$ cat src/rtl/core/alcf_pkg.sv
// Shared constants, types and register codes for the ADC level-change flasher.
`timescale 1ns / 1ps

package alcf_pkg;

    // Number of quantized levels above zero
    localparam int LEVEL_COUNT = 6;

    // Field widths
    localparam int SAMPLE_W = 10;
    localparam int TIME_W   = 32;
    localparam int PHASE_W  = 16;
    localparam int LEVEL_W  = 3;
    // Full internal level width, wide enough for LEVEL_COUNT itself
    localparam int LVL_W    = $clog2(LEVEL_COUNT + 1);

    // Reciprocal of LEVEL_COUNT for the segment width: floor(2^SHIFT / LEVEL_COUNT)
    localparam int RECIP_SHIFT = SAMPLE_W + 4;
    localparam int RECIP       = (1 << RECIP_SHIFT) / LEVEL_COUNT;
    localparam int RECIP_W     = RECIP_SHIFT + 1;
    localparam int PROD_W      = SAMPLE_W + RECIP_W;
    // Width for q * LEVEL_COUNT and the correction remainder
    localparam int MUL_W       = SAMPLE_W + 4;

    // Serial divider step counter
    localparam int CNT_W = $clog2(SAMPLE_W);

    // APB port
    localparam int ADDR_W  = 4;
    localparam int PDATA_W = 32;

    // Register indexes
    localparam logic [1:0] REG_NOISE_THR = 2'd0;
    localparam logic [1:0] REG_TOP_THR   = 2'd1;
    localparam logic [1:0] REG_ON_PHASE  = 2'd2;
    localparam logic [1:0] REG_FLASH_TOT = 2'd3;

    // Register reset values
    localparam logic [SAMPLE_W-1:0] NOISE_THR_RST = SAMPLE_W'(1);
    localparam logic [SAMPLE_W-1:0] TOP_THR_RST   = SAMPLE_W'(700);
    localparam logic [PHASE_W-1:0]  ON_PHASE_RST  = PHASE_W'(75);
    localparam logic [PHASE_W-1:0]  FLASH_TOT_RST = PHASE_W'(150);

    // Sequencer states
    typedef enum logic [1:0] {
        ST_IDLE,
        ST_WIDTH,
        ST_DIV,
        ST_DONE
    } state_t;

    // Input transaction payload
    typedef struct packed {
        logic [SAMPLE_W-1:0] adc_sample;
        logic [TIME_W-1:0]   time_ms;
    } in_item_t;

    // Result transaction payload
    typedef struct packed {
        logic [LEVEL_W-1:0] level;
        logic               indicator;
        logic               level_changed;
        logic               flash_active;
    } out_item_t;

endpackage

$ cat src/rtl/core/adc_level_change_flasher.sv
// Top level: ADC sample quantizer with level-change flash sequencer and APB registers.
`timescale 1ns / 1ps
// Processing: an accepted sample passes the segment width and divider load (ST_WIDTH),
//   the bit-serial divide (ST_DIV), the divider done flag, then update and output (ST_DONE).
// A new sample is taken only in ST_IDLE, after the previous result has been registered;
//   the divider works one quotient bit per cycle.
// A new sample is taken while the previous result still waits on m_ready.
// Reset (aresetn low, synchronous) clears the flash state and loads register defaults.

module adc_level_change_flasher (
    input  logic                         aclk,
    input  logic                         aresetn,
    // sample input
    input  logic                         s_valid,
    output logic                         s_ready,
    input  alcf_pkg::in_item_t           s_data,
    // result output
    output logic                         m_valid,
    input  logic                         m_ready,
    output alcf_pkg::out_item_t          m_data,
    // APB configuration
    input  logic                         psel,
    input  logic                         penable,
    input  logic                         pwrite,
    input  logic [alcf_pkg::ADDR_W-1:0]  paddr,
    input  logic [alcf_pkg::PDATA_W-1:0] pwdata,
    output logic [alcf_pkg::PDATA_W-1:0] prdata,
    output logic                         pready
);

    // Configuration registers
    logic [alcf_pkg::SAMPLE_W-1:0] noise_thr_reg;
    logic [alcf_pkg::SAMPLE_W-1:0] top_thr_reg;
    logic [alcf_pkg::PHASE_W-1:0]  on_phase_reg;
    logic [alcf_pkg::PHASE_W-1:0]  flash_tot_reg;
    logic                          cfg_wr;
    logic [1:0]                    cfg_idx;

    // Sequencer and datapath
    alcf_pkg::state_t              state_reg, state_next;
    logic [alcf_pkg::SAMPLE_W-1:0] diff_reg, diff_next;
    logic                          above_reg, above_next;
    logic [alcf_pkg::SAMPLE_W-1:0] range_reg, range_next;
    logic [alcf_pkg::PROD_W-1:0]   prod_reg, prod_next;
    logic [alcf_pkg::TIME_W-1:0]   time_reg, time_next;
    logic                          ge_tot_reg, ge_tot_next;
    logic                          ge_on_reg, ge_on_next;

    // Flash state
    logic                          seen_first_reg, seen_first_next;
    logic [alcf_pkg::LVL_W-1:0]    stable_level_reg, stable_level_next;
    logic [alcf_pkg::LVL_W-1:0]    target_level_reg, target_level_next;
    logic                          flashing_reg, flashing_next;
    logic [alcf_pkg::TIME_W-1:0]   flash_start_reg, flash_start_next;
    logic                          ind_reg, ind_next;

    // Output register
    logic                          m_valid_reg, m_valid_next;
    alcf_pkg::out_item_t           m_data_reg, m_data_next;

    // Combinational helpers
    logic [alcf_pkg::SAMPLE_W-1:0] range_c;
    logic [alcf_pkg::SAMPLE_W-1:0] q0;
    logic [alcf_pkg::MUL_W-1:0]    q0_mul;
    logic [alcf_pkg::MUL_W-1:0]    q0_rem;
    logic [alcf_pkg::SAMPLE_W-1:0] width_c;
    logic [alcf_pkg::TIME_W-1:0]   elapsed;
    logic                          div_start;
    logic                          div_done;
    logic [alcf_pkg::SAMPLE_W-1:0] div_quo;
    logic [alcf_pkg::SAMPLE_W:0]   lvl_sum;
    logic [alcf_pkg::LVL_W-1:0]    lvl_c;
    logic                          out_free;

    // APB register file
    assign pready  = 1'b1;
    assign cfg_wr  = psel && penable && pwrite;
    assign cfg_idx = paddr[3:2];

    always_ff @(posedge aclk) begin
        if (!aresetn) begin
            noise_thr_reg <= alcf_pkg::NOISE_THR_RST;
            top_thr_reg   <= alcf_pkg::TOP_THR_RST;
            on_phase_reg  <= alcf_pkg::ON_PHASE_RST;
            flash_tot_reg <= alcf_pkg::FLASH_TOT_RST;
        end else if (cfg_wr) begin
            case (cfg_idx)
                alcf_pkg::REG_NOISE_THR: noise_thr_reg <= pwdata[alcf_pkg::SAMPLE_W-1:0];
                alcf_pkg::REG_TOP_THR:   top_thr_reg   <= pwdata[alcf_pkg::SAMPLE_W-1:0];
                alcf_pkg::REG_ON_PHASE:  on_phase_reg  <= pwdata[alcf_pkg::PHASE_W-1:0];
                alcf_pkg::REG_FLASH_TOT: flash_tot_reg <= pwdata[alcf_pkg::PHASE_W-1:0];
                default: ;
            endcase
        end
    end

    always_comb begin
        case (cfg_idx)
            alcf_pkg::REG_NOISE_THR: prdata = alcf_pkg::PDATA_W'(noise_thr_reg);
            alcf_pkg::REG_TOP_THR:   prdata = alcf_pkg::PDATA_W'(top_thr_reg);
            alcf_pkg::REG_ON_PHASE:  prdata = alcf_pkg::PDATA_W'(on_phase_reg);
            alcf_pkg::REG_FLASH_TOT: prdata = alcf_pkg::PDATA_W'(flash_tot_reg);
            default:                 prdata = '0;
        endcase
    end

    // Working range; empty when top is not above noise
    assign range_c = (top_thr_reg > noise_thr_reg) ? (top_thr_reg - noise_thr_reg) : '0;

    // Segment width = range / LEVEL_COUNT by reciprocal, one-step correction, floor of 1
    assign q0      = prod_reg[alcf_pkg::RECIP_SHIFT +: alcf_pkg::SAMPLE_W];
    assign q0_mul  = alcf_pkg::MUL_W'(q0) * alcf_pkg::MUL_W'(alcf_pkg::LEVEL_COUNT);
    assign q0_rem  = alcf_pkg::MUL_W'(range_reg) - q0_mul;
    always_comb begin
        width_c = q0 + alcf_pkg::SAMPLE_W'(q0_rem >= alcf_pkg::MUL_W'(alcf_pkg::LEVEL_COUNT));
        if (width_c == '0) begin
            width_c = alcf_pkg::SAMPLE_W'(1);
        end
    end

    // Wrapping time since flash start
    assign elapsed = time_reg - flash_start_reg;

    // Quantized level from the divider quotient
    assign lvl_sum = {1'b0, div_quo} + 1'b1;
    always_comb begin
        if (!above_reg) begin
            lvl_c = '0;
        end else if (lvl_sum > (alcf_pkg::SAMPLE_W + 1)'(alcf_pkg::LEVEL_COUNT)) begin
            lvl_c = alcf_pkg::LVL_W'(alcf_pkg::LEVEL_COUNT);
        end else begin
            lvl_c = lvl_sum[alcf_pkg::LVL_W-1:0];
        end
    end

    assign out_free  = !m_valid_reg || m_ready;
    assign div_start = (state_reg == alcf_pkg::ST_WIDTH);

    alcf_div u_div (
        .aclk     (aclk),
        .aresetn  (aresetn),
        .start    (div_start),
        .dividend (diff_reg),
        .divisor  (width_c),
        .done     (div_done),
        .quotient (div_quo)
    );

    // Sequencer: next state, datapath capture and flash update
    always_comb begin
        state_next        = state_reg;
        diff_next         = diff_reg;
        above_next        = above_reg;
        range_next        = range_reg;
        prod_next         = prod_reg;
        time_next         = time_reg;
        ge_tot_next       = ge_tot_reg;
        ge_on_next        = ge_on_reg;
        seen_first_next   = seen_first_reg;
        stable_level_next = stable_level_reg;
        target_level_next = target_level_reg;
        flashing_next     = flashing_reg;
        flash_start_next  = flash_start_reg;
        ind_next          = ind_reg;
        m_data_next       = m_data_reg;
        m_valid_next      = m_valid_reg && !m_ready;
        s_ready           = 1'b0;

        case (state_reg)
            alcf_pkg::ST_IDLE: begin
                s_ready = 1'b1;
                if (s_valid) begin
                    above_next = s_data.adc_sample > noise_thr_reg;
                    diff_next  = s_data.adc_sample - noise_thr_reg;
                    range_next = range_c;
                    prod_next  = alcf_pkg::PROD_W'(range_c)
                               * alcf_pkg::PROD_W'(alcf_pkg::RECIP);
                    time_next  = s_data.time_ms;
                    state_next = alcf_pkg::ST_WIDTH;
                end
            end
            alcf_pkg::ST_WIDTH: begin
                // divider loads width_c this cycle; settle the timing compares too
                ge_tot_next = elapsed >= alcf_pkg::TIME_W'(flash_tot_reg);
                ge_on_next  = elapsed >= alcf_pkg::TIME_W'(on_phase_reg);
                state_next  = alcf_pkg::ST_DIV;
            end
            alcf_pkg::ST_DIV: begin
                if (div_done) begin
                    state_next = alcf_pkg::ST_DONE;
                end
            end
            alcf_pkg::ST_DONE: begin
                if (out_free) begin
                    // running flash: end it or drop into the off phase
                    if (flashing_reg) begin
                        if (ge_tot_reg) begin
                            flashing_next = 1'b0;
                            ind_next      = (target_level_reg != '0);
                        end else if (ge_on_reg) begin
                            ind_next = 1'b0;
                        end
                    end
                    m_data_next.level_changed = 1'b0;
                    // first sample only initializes; later changes start a flash
                    if (!seen_first_reg) begin
                        seen_first_next   = 1'b1;
                        stable_level_next = lvl_c;
                        target_level_next = lvl_c;
                        ind_next          = (lvl_c != '0);
                    end else if (!flashing_next && (lvl_c != stable_level_reg)) begin
                        stable_level_next         = lvl_c;
                        target_level_next         = lvl_c;
                        flashing_next             = 1'b1;
                        flash_start_next          = time_reg;
                        ind_next                  = 1'b1;
                        m_data_next.level_changed = 1'b1;
                    end
                    m_data_next.level        = lvl_c[alcf_pkg::LEVEL_W-1:0];
                    m_data_next.indicator    = ind_next;
                    m_data_next.flash_active = flashing_next;
                    m_valid_next             = 1'b1;
                    state_next               = alcf_pkg::ST_IDLE;
                end
            end
            default: begin
                state_next = alcf_pkg::ST_IDLE;
            end
        endcase
    end

    always_ff @(posedge aclk) begin
        if (!aresetn) begin
            state_reg        <= alcf_pkg::ST_IDLE;
            seen_first_reg   <= 1'b0;
            stable_level_reg <= '0;
            target_level_reg <= '0;
            flashing_reg     <= 1'b0;
            flash_start_reg  <= '0;
            ind_reg          <= 1'b0;
            m_valid_reg      <= 1'b0;
        end else begin
            state_reg        <= state_next;
            seen_first_reg   <= seen_first_next;
            stable_level_reg <= stable_level_next;
            target_level_reg <= target_level_next;
            flashing_reg     <= flashing_next;
            flash_start_reg  <= flash_start_next;
            ind_reg          <= ind_next;
            m_valid_reg      <= m_valid_next;
        end
        diff_reg   <= diff_next;
        above_reg  <= above_next;
        range_reg  <= range_next;
        prod_reg   <= prod_next;
        time_reg   <= time_next;
        ge_tot_reg <= ge_tot_next;
        ge_on_reg  <= ge_on_next;
        m_data_reg <= m_data_next;
    end

    assign m_valid = m_valid_reg;
    assign m_data  = m_data_reg;

    // A result that reports a new flash must show that flash running
    a_change_flash: assert property (@(posedge aclk) disable iff (!aresetn)
        m_valid_reg && m_data_reg.level_changed |-> m_data_reg.flash_active)
        else $error("level change reported without active flash");

    // Divider completion only arrives while the sequencer waits for it
    a_div_state: assert property (@(posedge aclk) disable iff (!aresetn)
        div_done |-> state_reg == alcf_pkg::ST_DIV)
        else $error("divider done outside divide state");

    // An accepted transaction always proceeds to the width step
    a_accept_width: assert property (@(posedge aclk) disable iff (!aresetn)
        s_valid && s_ready |=> state_reg == alcf_pkg::ST_WIDTH)
        else $error("accepted sample did not start processing");

    // Stored level never exceeds the level count
    a_level_range: assert property (@(posedge aclk) disable iff (!aresetn)
        stable_level_reg <= alcf_pkg::LVL_W'(alcf_pkg::LEVEL_COUNT))
        else $error("stored level out of range");

endmodule

$ cat src/rtl/core/alcf_div.sv
// Bit-serial restoring divider, one quotient bit per cycle.
`timescale 1ns / 1ps

module alcf_div (
    input  logic                          aclk,
    input  logic                          aresetn,
    input  logic                          start,
    input  logic [alcf_pkg::SAMPLE_W-1:0] dividend,
    input  logic [alcf_pkg::SAMPLE_W-1:0] divisor,
    output logic                          done,
    output logic [alcf_pkg::SAMPLE_W-1:0] quotient
);

    logic                          busy_reg, busy_next;
    logic                          done_reg, done_next;
    logic [alcf_pkg::CNT_W-1:0]    cnt_reg, cnt_next;
    logic [alcf_pkg::SAMPLE_W-1:0] rem_reg, rem_next;
    logic [alcf_pkg::SAMPLE_W-1:0] quo_reg, quo_next;
    logic [alcf_pkg::SAMPLE_W-1:0] dvs_reg, dvs_next;
    logic [alcf_pkg::SAMPLE_W:0]   trial;
    logic [alcf_pkg::SAMPLE_W:0]   diff;

    // Shift next dividend bit into the partial remainder and try a subtract
    assign trial = {rem_reg, quo_reg[alcf_pkg::SAMPLE_W-1]};
    assign diff  = trial - {1'b0, dvs_reg};

    always_comb begin
        busy_next = busy_reg;
        done_next = 1'b0;
        cnt_next  = cnt_reg;
        rem_next  = rem_reg;
        quo_next  = quo_reg;
        dvs_next  = dvs_reg;
        if (start) begin
            busy_next = 1'b1;
            cnt_next  = '0;
            rem_next  = '0;
            quo_next  = dividend;
            dvs_next  = divisor;
        end else if (busy_reg) begin
            // quotient bits enter from the right as dividend bits leave on the left
            if (!diff[alcf_pkg::SAMPLE_W]) begin
                rem_next = diff[alcf_pkg::SAMPLE_W-1:0];
                quo_next = {quo_reg[alcf_pkg::SAMPLE_W-2:0], 1'b1};
            end else begin
                rem_next = trial[alcf_pkg::SAMPLE_W-1:0];
                quo_next = {quo_reg[alcf_pkg::SAMPLE_W-2:0], 1'b0};
            end
            cnt_next = cnt_reg + 1'b1;
            if (cnt_reg == alcf_pkg::CNT_W'(alcf_pkg::SAMPLE_W - 1)) begin
                busy_next = 1'b0;
                done_next = 1'b1;
            end
        end
    end

    always_ff @(posedge aclk) begin
        if (!aresetn) begin
            busy_reg <= 1'b0;
            done_reg <= 1'b0;
            cnt_reg  <= '0;
        end else begin
            busy_reg <= busy_next;
            done_reg <= done_next;
            cnt_reg  <= cnt_next;
        end
        rem_reg <= rem_next;
        quo_reg <= quo_next;
        dvs_reg <= dvs_next;
    end

    assign done     = done_reg;
    assign quotient = quo_reg;

    // Remainder is reduced below the divisor once the quotient is complete
    a_rem_below: assert property (@(posedge aclk) disable iff (!aresetn)
        done_reg && (dvs_reg != '0) |-> rem_reg < dvs_reg)
        else $error("divider remainder not below divisor");

    // A new division is never launched over a running one
    a_no_restart: assert property (@(posedge aclk) disable iff (!aresetn)
        start |-> !busy_reg)
        else $error("divider started while busy");

    // Completion leaves the divider free
    a_done_free: assert property (@(posedge aclk) disable iff (!aresetn)
        done_reg |-> !busy_reg)
        else $error("divider busy at completion");

endmodule

$ cat config.mk
export PLATFORM = sky130hd
export DESIGN_NAME = adc_level_change_flasher
export DESIGN_NICKNAME = d
export VERILOG_FILES = /design/src/rtl/core/alcf_pkg.sv /design/src/rtl/core/adc_level_change_flasher.sv /design/src/rtl/core/alcf_div.sv
export SDC_FILE = /design/constraint.sdc
export NUM_CORES = 1
export LEC_CHECK = 0
export ABC_AREA = 1
export BUFFER_PORTS_ARGS = -buffer_cell sky130_fd_sc_hd__buf_2
export CORE_ASPECT_RATIO = 1.75
export CORE_MARGIN = 2
export CORE_UTILIZATION = 61
export CTS_CLUSTER_SIZE = 20
export DETAILED_ROUTE_END_ITERATION = 8
export MAX_ROUTING_LAYER = met4
export PLACE_DENSITY = 0.83
export REMOVE_ABC_BUFFERS = 1
export SYNTH_ARGS = -nofsm -noshare
export SYNTH_HDL_FRONTEND = slang
export SYNTH_HIERARCHICAL = 1
export SYNTH_SLANG_ARGS = --single-unit
export TNS_END_PERCENT = 50
$ cat constraint.sdc
create_clock -name aclk -period 6.55 [get_ports aclk]
set_clock_uncertainty 0.1 [all_clocks]
set_input_delay 0.655 -clock aclk [delete_from_list [all_inputs] [get_ports aclk]]
set_output_delay 0.655 -clock aclk [all_outputs]
set_load 0.05 [all_outputs]
==> results of run 1 <==
-- how the worst max path moves through the flow --
stage,endpoint,cells after the start
floorplan,prod_reg[21],28
global placement,prod_reg[18],30
detailed placement,prod_reg[18],30
CTS,prod_reg[18],30
global route,prod_reg[18],30
finish,prod_reg[18],30
-- stage by stage --
step	hold slack [ns]	setup slack (ns)	area [µm²]	power (µW)	cells
6_report	0.280	0.391	15800	6960	2350
5_1_grt	0.269	0.0223	15800	7610	2350
4_1_cts	0.270	0.279	15800	6920	2348
3_5_place_dp	0.360	0.312	15200	5840	2316
3_3_place_gp	0.352	0.361	15200	5690	2316
2_1_floorplan	0.339	0.708	14300	4860	1916
-- layout by cell type (no fill, tap or decap), types with 15 or more instances in the layout --
master / count
a21oi_1: 128
buf_2: 90
clkbuf_16: 18
conb_1: 18
dfxtp_1: 108
edfxtp_1: 88
fa_1: 26
ha_1: 167
inv_1: 303
nand2_1: 471
nand2_2: 15
nand3_1: 83
nand4_1: 24
nor2_1: 215
nor3_1: 17
o21ai_0: 89
xnor2_1: 16
xor2_1: 41
-- metal layers --
metal / vias to the layer above / global-route usage
li1: 6468 / -
met1: 5862 / 0.307
met2: 378 / 0.516
met3: 110 / 0.0397
met4: 0 / 0.147
met5: - / -
-- cell families (layout without fill, tap and decap cells) --
logic type,Yosys count,count (layout),synth area share
XOR/XNOR,57,57,0.0342
other,2,20,0.000515
AO/OA/AOI/OAI,291,291,0.113
adder cells (fa/ha/maj),195,195,0.181
buffers and inverters,354,435,0.0994
flip-flops,197,197,0.331
AND/OR/NAND/NOR,851,851,0.241
-- area by class of cell --
type | count | area, µm²
Multi-Input combinational cell | 1412 | 8380
Clock inverter | 14 | 134
Antenna cell | 2 | 5.00
Fill cell | 1971 | 7600
Timing Repair Buffer | 96 | 495
Sequential cell | 197 | 4830
Clock buffer | 18 | 450
Tap cell | 304 | 380
Inverter | 307 | 1150
-- cells in the mapped netlist, drive strengths merged, types with 17 or more instances --
cell / instances
o21ai: 90
nor2: 221
nand2: 486
nand4: 25
inv: 305
ha: 168
buf: 28
nand3: 87
clkbuf: 19
nor3: 17
dfxtp: 109
xor2: 41
a21oi: 130
edfxtp: 88
fa: 27
-- worst max-delay path: cells and delay by family, from the launching register on --
kind                       cells  cell delay, ns
DFF                            1            0.34
and+or+nand+nor               15            1.63
buffers and inverters          3            0.19
adders and majority gates      7            2.99
AOI/OAI and AO/OA              4            0.59
xor gates and xnor gates       1            0.06
-- power groups by stage --
stage	combinational (µW)	sequential, µW	clock, µW
after global routing	4690	1820	1100
after CTS	4070	1790	1050
after floorplan	3080	1790	0
final	4120	1790	1050
after global placement	3880	1810	0
after detailed placement	4020	1820	0
-- timing repair --
| item | CTS | global route |
|---|---|---|
| setup endpoints to repair | 0 | 5 |
| resized for setup | 0 | 5 |
| buffers inserted | 0 | 0 |
==> flow_metrics.tcl, run 1 <==
set metrics [dict create \
    cp_slowest_cell "fa_1" \
    setup_viol 0 \
    place_congestion 0.965 \
    insertion_delay_ns 0.45 \
    synth_area_per_cell_um2 7.49 \
    power_leakage_uw 0.00771 \
    cts.path.max_buffers 2 \
    clkSinkCount 197 \
    crit_type "register to register" \
    nets 2311 \
    synth_cell_types 44 \
    vias 12818 \
    r2r_end "prod_reg[18]" \
    ys_seq_elements 197 \
    io_buffers 90 \
    crit_path_start_kind "register" \
    wl_per_cell_um 14.8 \
    drcViolationCount 0 \
    outcome "finished clean" \
    dr.pass1.iters 5 \
    grt.overflow.total 0 \
    synth_top_area_share 0.181 \
    synth.largest_area_cell "edfxtp_1" \
    cap_violations 0 \
    drv_slew 0 \
    hp-start "s_data[27]" \
    r2r_start "noise_thr_reg[2]" \
    synth_edf_count 88 \
    swShare 0.475 \
    detail-route-antenna-nets 0 \
    ioPinCount 126 \
    drt_iter0_drc 693 \
    worst_slew_pin_slew_ns 0.896 \
    peakVddDrop_mv 0.665 \
    power_frac_seq 0.258 \
    maxSlewHeadroom 0.401 \
    crit_path_max_fanout 5 \
    fin_crit_sh 0.940 \
    viasPerCell 5.45 \
    root_buffer "clkbuf_16" \
    dr_wl_met3_mm 1.55 \
    synth.top_cells.by_area "edfxtp_1, dfxtp_1, ha_1" \
    yosysWarningCount 6 \
    end_kind "register" \
    cts_buffers 17 \
    dpl.hpwl_mm 27.2 \
    drive_gt1_frac 0.0807 \
    die_area_um2 25200 \
    startpoint "noise_thr_reg[2]" \
    die_w_um 121 \
    min_period_ns 6.16 \
    p_per_area_nw_per_um2 440 \
    internal-power_uw 3650 \
    finalSetupTns_ns 0 \
    max_freq_ghz 0.162 \
    p_switching_uw 3310 \
    rows 74 \
    final_util 0.676 \
    area_growth_pct 8.52 \
    combPwrFrac 0.592 \
    clk_pin_slew_ns 0.08 \
    cp.required_ns 6.64 \
    cp_common_cell "nand2_1" \
    cp.arrival_ns 6.25 \
    start_util 0.623 \
    cts_max_level 4 \
    rsz0062_at_grt "false" \
    r2r_slack_ns 0.39 \
    hold_viol 0 \
    max_stage_delay_ns 0.57 \
    ctsHoldBuffers 0 \
    wl_met2_mm 17.9 \
    dominantRegCellSynth "dfxtp_1" \
    min_path_cells 1 \
    die_h_um 209 \
    antenna_found_initial 2 \
    core_area_um2 23400 \
    r2r_cells 30 \
    clkPwrFrac 0.150 \
    grt_pass1_vias 12831 \
    highest_layer "met4" \
    seq_area_frac_synth 0.331 \
    hold_class "primary input to register" \
    synthArstFlopShare 0 \
    grt_pass1_wl_mm 57.6 \
    routed_wl_mm 34.8 \
    grt_max_degree 65 \
    m1WireLength_mm 13.7 \
    grt.total_usage 0.290 \
    syn-instance-count 1947 \
    min_to "time_reg[27]" \
    mappedNetlistArea_um2 14600 \
    cts_tree "yes" \
]
Power figures use the tool's default switching activity.
==> run 2: changes to the inputs <==
--- a/config.mk
+++ b/config.mk
@@ -12,6 +12,7 @@
 export CORE_UTILIZATION = 61
 export CTS_CLUSTER_SIZE = 20
 export DETAILED_ROUTE_END_ITERATION = 8
+export GPL_TIMING_DRIVEN = 0
 export MAX_ROUTING_LAYER = met4
 export PLACE_DENSITY = 0.83
 export REMOVE_ABC_BUFFERS = 1
==> flow_metrics.tcl, run 2 (same netlist as run 1, synthesis figures left out) <==
set metrics [dict create \
    power_leakage_uw 0.00770 \
    hold_viol 0 \
    ioPinCount 126 \
    clkSinkCount 197 \
    grt.overflow.total 0 \
    die_w_um 121 \
    hold_class "primary input to register" \
    grt_pass1_wl_mm 56.1 \
    p_per_area_nw_per_um2 442 \
    nets 2309 \
    crit_family "adder cells" \
    outcome "finished clean" \
    root_buffer "clkbuf_16" \
    maxSlewHeadroom 0.217 \
    crit_type "register to register" \
    cts_buffers 17 \
    place_congestion 0.968 \
    max_stage_delay_ns 0.58 \
    grt_pass1_vias 12458 \
    die_area_um2 25200 \
    cp.arrival_ns 6.22 \
    cp_slowest_cell "fa_2" \
    end_kind "register" \
    drive_gt1_frac 0.0837 \
    routed_wl_mm 33.9 \
    area_growth_pct 8.85 \
    rows 74 \
    layout_common_cells "nand2_1, inv_1, nor2_1, ha_1, a21oi_1" \
    fillers 1972 \
    fin_crit_sh 0.933 \
    setup_viol 0 \
    cp_common_cell "nand2_1" \
    cts.path.max_buffers 2 \
    drv_slew 0 \
    min_period_ns 6.11 \
    start_util 0.623 \
    cts_tree "yes" \
    dpl.hpwl_mm 26.5 \
    insertion_delay_ns 0.46 \
    ctsHoldBuffers 0 \
    core_area_um2 23400 \
    viasPerCell 5.40 \
    layout.cells.most_common "nand2_1" \
    dr.pass1.iters 8 \
    die_h_um 209 \
    finalSetupTns_ns 0 \
    detail-route-antenna-nets 0 \
    clk_pin_slew_ns 0.08 \
    max_freq_ghz 0.164 \
    drt_iter0_drc 740 \
    cp.required_ns 6.66 \
    peakVddDrop_mv 0.631 \
    cap_violations 0 \
    antenna_found_initial 1 \
    crit_path_start_kind "register" \
    path_buf_inv 3 \
    wl_per_cell_um 14.4 \
    layout.area.seq_um2 4830 \
    crit_path_max_fanout 4 \
    grt.total_usage 0.283 \
    worst_slew_pin_slew_ns 1.18 \
    multi_input_area_um2 8460 \
    finalPower_uw 7020 \
    grt_max_degree 93 \
    io_buffers 90 \
    cts_max_level 4 \
    drcViolationCount 0 \
    fin_hold_ws_ns 0.264 \
    vias 12676 \
]
[run 2: routing by layer]
metal  share of wire  vias to the layer above  track usage
met5               0                        -            -
met4           0.050                        0        0.142
met3           0.043                      112       0.0419
met2            0.52                      346        0.503
met1            0.39                     5761        0.301
li1                -                     6457            -
[run 2: worst paths after layout]
kind	start	endpoint	slack [ns]	cells past startpoint
worst max-delay path	noise_thr_reg[1]	prod_reg[18]	0.44	30
worst min-delay path	s_data[1]	time_reg[1]	0.26	1
worst max register to register	noise_thr_reg[1]	prod_reg[18]	0.44	30
worst min register to register	u_div/cnt_reg[3]	u_div/cnt_reg[3]	0.38	2
[run 2: through the flow]
stage	util	setup slack [ns]	std cells	instance area [µm²]
detailed placement	0.649	-0.177	2311	15200
CTS	0.673	0.0482	2343	15800
global placement	0.648	-0.138	2310	15200
global route	0.678	-0.0406	2347	15900
finish	0.678	0.439	2347	15900
floorplan	-	0.708	1916	14300
[run 2: power breakdown]
group	leakage, µW	internal [µW]	switching, µW
Clock	0.000277	511	503
Combinational	0.00572	1590	2630
Sequential	0.00170	1620	168
Total	0.00770	3720	3300
[run 2: layout make-up]
type / instances / share of cell area
clock inverters: 12 / 0.00709
repair buffers: 94 / 0.0312
flip-flops and latches: 197 / 0.304
clock buffers: 20 / 0.0281
diodes: 1 / 0.000158
well taps: 304 / 0.0240
inverters: 307 / 0.0726
multi-input cells: 1412 / 0.533
[run 2: repair_timing]
action	CTS	global route
gates resized for setup	2	18
pin swaps	0	7
buffers inserted	0	3
endpoints found under the setup margin	3	8
